<file path="config.mk">
export PLATFORM = sky130hd
export DESIGN_NAME = edit_distance_engine
export DESIGN_NICKNAME = d
export VERILOG_FILES = /design/src/rtl/ede_pkg.sv /design/src/rtl/ede_cell.sv /design/src/rtl/edit_distance_engine.sv
export SDC_FILE = /design/constraint.sdc
export NUM_CORES = 2
export LEC_CHECK = 0
export ABC_CLOCK_PERIOD_IN_PS = 46400
export BUFFER_PORTS_ARGS = -buffer_cell sky130_fd_sc_hd__buf_2
export CAP_MARGIN = 5
export CORE_ASPECT_RATIO = 0.5
export CORE_MARGIN = 4
export CORE_UTILIZATION = 37
export CTS_CLUSTER_SIZE = 10
export DETAILED_ROUTE_END_ITERATION = 10
export HOLD_SLACK_MARGIN = 0.06
export PLACE_DENSITY = 0.51
export RECOVER_POWER = 25
export SLEW_MARGIN = 40
export SYNTH_ARGS = -nofsm -noshare
export SYNTH_HDL_FRONTEND = slang
export SYNTH_SLANG_ARGS = --single-unit
</file>
<file path="constraint.sdc">
create_clock -name i_clk -period 46.4 [get_ports i_clk]
set_input_delay 13.92 -clock i_clk [delete_from_list [all_inputs] [get_ports i_clk]]
set_output_delay 13.92 -clock i_clk [all_outputs]
set_load 0.005 [all_outputs]
</file>
<file path="src/rtl/ede_pkg.sv">
// Shared types, constants and helpers of the edit distance engine.
package ede_pkg;

    // Cell value width and saturation point
    localparam int CELL_W = 5;
    localparam logic [CELL_W-1:0] CELL_MAX = 5'd31;

    // Query bytes backed by registers
    localparam int QUERY_CHARS = 20;

    // Configuration register indexes
    localparam int CFG_IDX_W = 2;
    localparam logic [CFG_IDX_W-1:0] CFG_QUERY_LOW  = 2'd0;
    localparam logic [CFG_IDX_W-1:0] CFG_QUERY_MID  = 2'd1;
    localparam logic [CFG_IDX_W-1:0] CFG_QUERY_HIGH = 2'd2;
    localparam logic [CFG_IDX_W-1:0] CFG_QUERY_LEN  = 2'd3;
    localparam int CFG_DATA_W = 64;

    typedef logic [CELL_W-1:0] t_cell;

    // Input item
    typedef struct packed {
        logic [7:0] candidate_char;
        logic       char_present;
        logic       last_char;
    } t_in_item;

    // Result item
    typedef struct packed {
        logic [4:0] distance;
        logic [3:0] candidate_length;
        logic       too_long;
    } t_out_item;

    // Row wavefront handed from cell to cell
    typedef struct packed {
        logic       valid;
        logic       adv;
        logic       last;
        logic       ovf;
        logic [7:0] ch;
        t_cell      left;
        t_cell      diag;
        t_cell      pick;
    } t_token;

    function automatic t_cell sat_inc(input t_cell v);
        return (v == CELL_MAX) ? CELL_MAX : v + t_cell'(1);
    endfunction

endpackage

</file>
<file path="src/rtl/ede_cell.sv">
// One query column of the edit distance row: holds its cell and updates it per wavefront.
module ede_cell #(
    parameter int COL   = 1,
    parameter int LEN_W = 4
) (
    input  logic              i_clk,
    input  logic              i_rst_n,
    input  logic              i_en,
    input  ede_pkg::t_token   i_tok,
    input  logic [LEN_W-1:0]  i_len,
    input  logic [7:0]        i_qchar,
    input  logic              i_sel,
    output ede_pkg::t_token   o_tok,
    output logic [LEN_W-1:0]  o_len
);
    import ede_pkg::*;

    t_cell      r_cell;
    t_cell      n_cell;
    t_cell      w_best;
    t_cell      w_new;
    t_cell      w_left;
    t_cell      w_sub;
    t_token     r_tok;
    t_token     n_tok;
    logic [LEN_W-1:0] r_len;

    // Pick the cheapest of delete, insert and substitute; keep the cell when the item carries no character
    always_comb begin
        w_best = sat_inc(r_cell);
        w_left = sat_inc(i_tok.left);
        w_sub  = (i_qchar == i_tok.ch) ? i_tok.diag : sat_inc(i_tok.diag);
        if (w_left < w_best) begin
            w_best = w_left;
        end
        if (w_sub < w_best) begin
            w_best = w_sub;
        end
        w_new = i_tok.adv ? w_best : r_cell;
    end

    // Build the outgoing wavefront and the next cell value
    always_comb begin
        n_tok       = i_tok;
        n_tok.left  = w_new;
        n_tok.diag  = r_cell;
        n_tok.pick  = i_sel ? w_new : i_tok.pick;
        n_cell      = r_cell;
        if (i_tok.valid) begin
            if (i_tok.last) begin
                n_cell = CELL_W'(COL);
            end else begin
                n_cell = w_new;
            end
        end
    end

    // Advance cell and wavefront together
    always_ff @(posedge i_clk) begin
        if (!i_rst_n) begin
            r_cell      <= CELL_W'(COL);
            r_tok.valid <= 1'b0;
        end else if (i_en) begin
            r_cell <= n_cell;
            r_tok  <= n_tok;
        end
    end

    // Carry the candidate length along with the wavefront
    always_ff @(posedge i_clk) begin
        if (i_en) begin
            r_len <= i_len;
        end
    end

    assign o_tok = r_tok;
    assign o_len = r_len;

endmodule

</file>
<file path="src/rtl/edit_distance_engine.sv">
// Top level of the edit distance engine: config registers, column zero, cell chain, result.
//
//  channel   direction  handshake                        payload
//  in        input      i_in_valid / o_in_stall          i_in_item  (t_in_item)
//  out       output     o_out_valid / i_out_stall        o_out_item (t_out_item)
//  cfg       input      i_cfg_we                         i_cfg_index, i_cfg_data
//
// Unless the chain is halted, one item enters per cycle and moves one cell per cycle;
// the result of a marked item passes column zero, QUERY_MAX cells and the output register.
// The whole chain advances as one; it halts while a result waits under i_out_stall,
// and o_in_stall is raised for exactly those cycles.
// Reset is synchronous: cells return to their column index, counters clear.
module edit_distance_engine #(
    parameter int QUERY_MAX     = 20,
    parameter int CANDIDATE_MAX = 8
) (
    input  logic                                i_clk,
    input  logic                                i_rst_n,
    input  logic                                i_in_valid,
    output logic                                o_in_stall,
    input  ede_pkg::t_in_item                   i_in_item,
    output logic                                o_out_valid,
    input  logic                                i_out_stall,
    output ede_pkg::t_out_item                  o_out_item,
    input  logic                                i_cfg_we,
    input  logic [ede_pkg::CFG_IDX_W-1:0]       i_cfg_index,
    input  logic [ede_pkg::CFG_DATA_W-1:0]      i_cfg_data
);
    import ede_pkg::*;

    localparam int LEN_W = $clog2(CANDIDATE_MAX + 1);

    logic [63:0] r_qlow;
    logic [63:0] r_qmid;
    logic [31:0] r_qhigh;
    logic [4:0]  r_qlen;
    logic [QUERY_CHARS*8-1:0] w_qvec;
    logic [4:0]  w_msel;

    logic        w_en;
    logic        w_accept;
    logic        w_adv;
    t_cell       r_col0;
    t_cell       w_col0_new;
    logic [LEN_W-1:0] r_cnt;
    logic        r_ovf;
    t_token      r_tok0;
    t_token      n_tok0;
    logic [LEN_W-1:0] r_len0;
    logic [LEN_W-1:0] n_len0;

    t_token           w_tok [0:QUERY_MAX];
    logic [LEN_W-1:0] w_len [0:QUERY_MAX];
    logic [LEN_W+3:0] w_len_ext;

    logic        r_out_valid;
    t_out_item   r_out_item;

    // Write configuration registers
    always_ff @(posedge i_clk) begin
        if (!i_rst_n) begin
            r_qlow  <= '0;
            r_qmid  <= '0;
            r_qhigh <= '0;
            r_qlen  <= '0;
        end else if (i_cfg_we) begin
            case (i_cfg_index)
                CFG_QUERY_LOW:  r_qlow  <= i_cfg_data;
                CFG_QUERY_MID:  r_qmid  <= i_cfg_data;
                CFG_QUERY_HIGH: r_qhigh <= i_cfg_data[31:0];
                CFG_QUERY_LEN:  r_qlen  <= i_cfg_data[4:0];
                default: ;
            endcase
        end
    end

    assign w_qvec = {r_qhigh, r_qmid, r_qlow};
    assign w_msel = (r_qlen > 5'(QUERY_MAX)) ? 5'(QUERY_MAX) : r_qlen;

    // Advance the chain unless a finished result is held
    assign w_en       = !r_out_valid || !i_out_stall;
    assign o_in_stall = !w_en;
    assign w_accept   = i_in_valid && w_en;

    // Column zero and the candidate counter
    assign w_adv      = i_in_item.char_present && (r_cnt < LEN_W'(CANDIDATE_MAX));
    assign w_col0_new = w_adv ? sat_inc(r_col0) : r_col0;

    always_comb begin
        n_tok0.valid = w_accept && (w_adv || i_in_item.last_char);
        n_tok0.adv   = w_adv;
        n_tok0.last  = i_in_item.last_char;
        n_tok0.ovf   = r_ovf || (i_in_item.char_present && !w_adv);
        n_tok0.ch    = i_in_item.candidate_char;
        n_tok0.left  = w_col0_new;
        n_tok0.diag  = r_col0;
        n_tok0.pick  = (w_msel == 5'd0) ? w_col0_new : '0;
        n_len0       = r_cnt + LEN_W'(w_adv);
    end

    always_ff @(posedge i_clk) begin
        if (!i_rst_n) begin
            r_col0       <= '0;
            r_cnt        <= '0;
            r_ovf        <= 1'b0;
            r_tok0.valid <= 1'b0;
        end else if (w_en) begin
            r_tok0 <= n_tok0;
            if (w_accept) begin
                if (i_in_item.last_char) begin
                    r_col0 <= '0;
                    r_cnt  <= '0;
                    r_ovf  <= 1'b0;
                end else begin
                    r_col0 <= w_col0_new;
                    r_cnt  <= n_len0;
                    r_ovf  <= n_tok0.ovf;
                end
            end
        end
    end

    always_ff @(posedge i_clk) begin
        if (w_en) begin
            r_len0 <= n_len0;
        end
    end

    assign w_tok[0] = r_tok0;
    assign w_len[0] = r_len0;

    // Chain of column cells
    for (genvar k = 1; k <= QUERY_MAX; k++) begin : g_cell
        logic [7:0] w_qchar;
        if (k - 1 < QUERY_CHARS) begin : g_reg_char
            assign w_qchar = w_qvec[(k-1)*8 +: 8];
        end else begin : g_zero_char
            assign w_qchar = 8'h00;
        end

        ede_cell #(
            .COL   (k),
            .LEN_W (LEN_W)
        ) u_cell (
            .i_clk   (i_clk),
            .i_rst_n (i_rst_n),
            .i_en    (w_en),
            .i_tok   (w_tok[k-1]),
            .i_len   (w_len[k-1]),
            .i_qchar (w_qchar),
            .i_sel   (w_msel == 5'(k)),
            .o_tok   (w_tok[k]),
            .o_len   (w_len[k])
        );
    end

    // Capture the result at the end of the chain
    assign w_len_ext = {4'b0000, w_len[QUERY_MAX]};

    always_ff @(posedge i_clk) begin
        if (!i_rst_n) begin
            r_out_valid <= 1'b0;
        end else if (w_en) begin
            r_out_valid <= w_tok[QUERY_MAX].valid && w_tok[QUERY_MAX].last;
        end
    end

    always_ff @(posedge i_clk) begin
        if (w_en) begin
            r_out_item.distance         <= w_tok[QUERY_MAX].pick;
            r_out_item.candidate_length <= w_len_ext[3:0];
            r_out_item.too_long         <= w_tok[QUERY_MAX].ovf;
        end
    end

    assign o_out_valid = r_out_valid;
    assign o_out_item  = r_out_item;

endmodule

</file>
# Word-level counts from Yosys, hierarchy flattened
# Cells that the tools add are included.
# W data, S select, Z words.
# word_totals
reg_bits	918
input_bits	81
# classes
n_addsub	62
magnitude_cmp	42
eq_ne	104
mux	186
n_reduce_logical	40
# op_table
operator	n
$mux W5	184
$eq A5 B5 Y1 const B	66
$add A5 B1 Y5 const B	61
$lt A5 B5 Y1	40
$eq A8 B8 Y1	20
$reduce_and A2 Y1	26
$eq A5 B4 Y1 const B	8
$eq A5 B3 Y1 const B	4
$eq A5 B2 Y1 const B	2
$eq A5 B1 Y1 const B	1
$gt A5 B5 Y1 const B	1
$logic_and A1 B1 Y1	5
$logic_not A5 Y1	1
$add A4 B1 Y4	1
$eq A2 B2 Y1 const B	2
$logic_not A1 Y1	4
$lt A4 B4 Y1 const B	1
$mux W4	1
$logic_or A1 B1 Y1	3
$eq A2 B1 Y1 const B	1
$logic_not A2 Y1	1
$mux W1	1

# Longest topological paths before layout
# logic_depth
word_depth	8
depth_mapped	20
ltp_nobuf	20

# Modules after synthesis
# Synthesis repeated with hierarchy kept, for this count alone.
# unflattened
hier_cells	4721
area_unflattened_um2	50277.0
# by_module_without_submodules
module	n_inst	cells_per_inst	area_per_inst_um2	seq_area_each_um2
edit_distance_engine	1	881	7754.9	4744.6
ede_cell at g_cell[2].u_cell	1	217	2272.2	1021.0
ede_cell at g_cell[15].u_cell	1	206	2259.7	1021.0
ede_cell at g_cell[14].u_cell	1	202	2213.4	1021.0
ede_cell at g_cell[8].u_cell	1	201	2209.6	1021.0
ede_cell at g_cell[13].u_cell	1	205	2204.6	1021.0
ede_cell at g_cell[12].u_cell	1	201	2203.4	1021.0
ede_cell at g_cell[9].u_cell	1	209	2203.4	1021.0
ede_cell at g_cell[11].u_cell	1	207	2179.6	1021.0
ede_cell at g_cell[10].u_cell	1	202	2167.1	1021.0
ede_cell at g_cell[7].u_cell	1	194	2134.5	1021.0
ede_cell at g_cell[6].u_cell	1	191	2110.8	1021.0
ede_cell at g_cell[5].u_cell	1	174	2103.3	1021.0
ede_cell at g_cell[1].u_cell	1	197	2095.8	1021.0
+7 rows	-	-	-	-

# Least setup slack after synthesis
# Ideal clock, no wire load.
# synth_timing
path_type	input-to-reg
start	in i_out_stall
end	reg g_cell[10].u_cell.r_tok, in the netlist g_cell[10].u_cell.o_tok[0], enable pin
setup_ns	1.433
t_arrival_ns	36.502
setup_slack_ns	8.466
stages	5
n_path_buf	2
path_cell_list	nand2_1 -> clkbuf_1 -> inv_1 -> buf_1 -> nor2_1
# synth_between
elab_chain_len	3
# synth_lines
element	line	rtl
from (decl)	edit_distance_engine.sv:23	input logic i_out_stall,
$logic_not A1 Y1	edit_distance_engine.sv:81	assign w_en = !r_out_valid || !i_out_stall;
$logic_or A1 B1 Y1	edit_distance_engine.sv:81	
$reduce_and A2 Y1 (no source line)	-	
to (signal assigned)	ede_cell.sv:65	r_tok <= n_tok;
to (decl)	ede_cell.sv:24	t_token r_tok;
# Every way passes these cells.
# A chain may end at the register's enable or synchronous reset.

# Final worst setup path
# layout_timing
start	in i_out_stall
end	out o_in_stall
# layout_between
elab_chain_len	3
# layout_lines
element	line	rtl
$logic_not A1 Y1	edit_distance_engine.sv:81	
$logic_or A1 B1 Y1	edit_distance_engine.sv:81	
$logic_not A1 Y1	edit_distance_engine.sv:82	assign o_in_stall = !w_en;
to (decl)	edit_distance_engine.sv:20	output logic o_in_stall,
# Every way passes these cells.

==> impl_metrics.toml <==
[run_status]
status = "finished clean"

[cts]
cts_setup_buffers = 0
cts_root_buf = "clkbuf_16"
clkSlewWorstSetupHoldPaths_ps = 50
cts_resized = 0
ctsLongestPathBuffers = 3
cts-buffers-inserted = 103
hold_buffers = 0
cts_tree = "built"
clock_sinks = 918
h-tree-depth = 3
clk_latency_ps = 710

[yosys]
avgSynthCellArea_um2 = 10.84
async_flop_share_pct = 0
synth-seq-area-share_pct = 54.41
synth_edf_count = 621
yosysTopAreaCell = "edfxtp_1"
synth_top_cell_area_share_pct = 41.25
ys.flop_type = "edfxtp_1"
synth_area_um2 = 45200
ys_types = 77
syn_inst = 4172
synth_seq_cells = 918
synth_nets = 4464
synth_common_cells = "nand2_1, edfxtp_1, a21oi_1, dfxtp_1, nor2_1"
ys_warn_count = 0
synth.area.top_cells = "edfxtp_1, dfxtp_1, ha_1, nand2_1, a21oi_1"
yosysMostFrequentCell = "nand2_1"

[power]
p_leak_nw = 19.59
vdd_ir_drop_max_uv = 34.78
power.density_nw_per_um2 = 39.05

[flow_run]
cap_violations = 0

[worst_setup_path]
cp-start-kind = "input port"
reg2reg_depth = 18
criticalPathCategory = "in -> out"
critPathCapture = "o_in_stall"
worst-path-max-fanout = 2
r2r-end = "g_cell[11].u_cell.o_tok[3]"
rrSetupSlack_ps = 41330
arrival_ps = 14590
r2r-start = "g_cell[11].u_cell.r_cell[0]"
required_ps = 32480
crit_path_start = "i_out_stall"
endpoint_kind = "output port"

[sta]
finalCritPeriodShare_pct = 61.44
max_freq_mhz = 35.07
hold_viol = 0
rsz0062_at_grt = "false"
maxSlewHeadroom_pct = 46.94
maxSlewViolCount = 0
clock_skew_ps = 27.38
final-setup-viol-count = 0
final.setup.tns_ps = 0
worst_pin_slew_ps = 795.9
fin_crit_ps = 28510

[grt]
grt_start_max_net_pins = 103
antenna_found_initial = 3
grt_first_pass_wirelength_mm = 178.2
grtUsageTotal_pct = 17.69
grt_pass1_vias = 30914
grt-ovfl-total = 0

[worst_hold_path]
hold_path.class = "reg -> reg"

[place]
port-buffer-count = 92
place.gp.congestion = 0.8550
post-dp-hpwl_mm = 82.84

[finish]
layout.nets = 4576
syn_to_final_growth_pct = 12.19
drive_gt1_share_pct = 9.764
utilization_pct = 41.93

[drt]
firstDrtPassIters = 5
drt_iter0_drc = 2343
drcViolationCount = 0
ant_nets = 0
num_vias = 32143
avgViaCountPerCell = 5.371
routed_wl_mm = 115.8
wl_per_cell_um = 19.35

[floorplan]
die_w_um = 502.3
die_area_um2 = 128200
start_util_pct = 37.38
rows = 90
coreArea_um2 = 120900
die_h_um = 255.2
io_pins = 93
[through the flow]
stage	instance area [um^2]	hold WS, ps	setup slack (ps)	power, mW	std cells
2_1_floorplan	45200	400.3	8466	1.165	4172
3_3_place_gp	47510	400.5	17870	1.223	5787
3_5_place_dp	47580	404.5	17880	1.230	5788
4_1_cts	50680	390.9	17880	2.003	5982
5_1_grt	50710	413.8	17870	2.072	5984
6_report	50710	394.9	17890	1.980	5984
[area by class of cell]
class                      instances  area, um^2
antenna                            1       2.502
clock buffer                     186        2930
clock inverter                     8       171.4
fill                           11554       70230
inverter                         181       686.9
multi-input combinational       2960       19580
sequential                       918       24590
tap                             1610        2014
timing repair buffer             120       737.0
[layer usage]
metal  GRT usage, %  vias to the layer above  wire, um
met2          28.97                      627     53390
li1               -                    15768         -
met3          2.988                      142      5012
met5              0                        -        12
met4          4.786                        2      2697
met1          24.38                    15604     54690
[worst min-delay path by stage]
stage	start	end	slack [ps]	cells past startpoint
6_report	g_cell[3].u_cell.o_len[1]	g_cell[4].u_cell.o_len[1]	390	0
5_1_grt	g_cell[3].u_cell.o_len[1]	g_cell[4].u_cell.o_len[1]	410	0
4_1_cts	g_cell[5].u_cell.o_tok[23]	g_cell[6].u_cell.o_tok[23]	390	0
3_5_place_dp	g_cell[9].u_cell.o_len[0]	g_cell[10].u_cell.o_len[0]	400	0
3_3_place_gp	g_cell[9].u_cell.o_len[0]	g_cell[10].u_cell.o_len[0]	400	0
2_1_floorplan	g_cell[9].u_cell.o_len[0]	g_cell[10].u_cell.o_len[0]	400	0
[power breakdown]
group	switching [mW]	total, mW	internal [mW]
Combinational	0.163	0.270	0.108
Clock	0.333	0.765	0.432
Sequential	0.0295	0.945	0.915
Total	0.525	1.98	1.46
[state kept, by name, indices dropped and copies added (netlist names)]
signal                cells
r_len0                    4
r_qmid                   64
r_col0                    5
r_qhigh                  32
g_cell.u_cell.o_tok     521
r_tok0                   27
r_qlen                    5
r_ovf                     1
o_out_valid               1
g_cell.u_cell.r_cell    100
r_qlow                   64
o_out_item               10
g_cell.u_cell.o_len      80
r_cnt                     4
[critical path, stage by stage]
cell	delay [ps]
buf_2	180
nand2_4	100
inv_1	220
buf_2	170
[cells in the final DEF, fill, tap and decap left out, types with 123 or more instances in the layout]
cell / n
mux2_2: 124
ha_1: 211
o21ai_0: 127
a21oi_1: 332
a31oi_1: 123
dfxtp_1: 297
inv_1: 180
edfxtp_1: 621
nand2_1: 640
xor2_1: 177
nor2_1: 218
[cell families after synthesis]
| group | count (synthesis) | share of synthesized area (%) |
|---|---|---|
| AOI/OAI and AO/OA | 984 | 14.26 |
| xor gates and xnor gates | 194 | 3.759 |
| adders and majority gates | 211 | 5.840 |
| buffers and inverters | 294 | 2.452 |
| DFF | 918 | 54.41 |
| muxes | 242 | 5.741 |
| and+or+nand+nor | 1329 | 13.54 |
No activity file was read; power rests on OpenSTA's default activity.
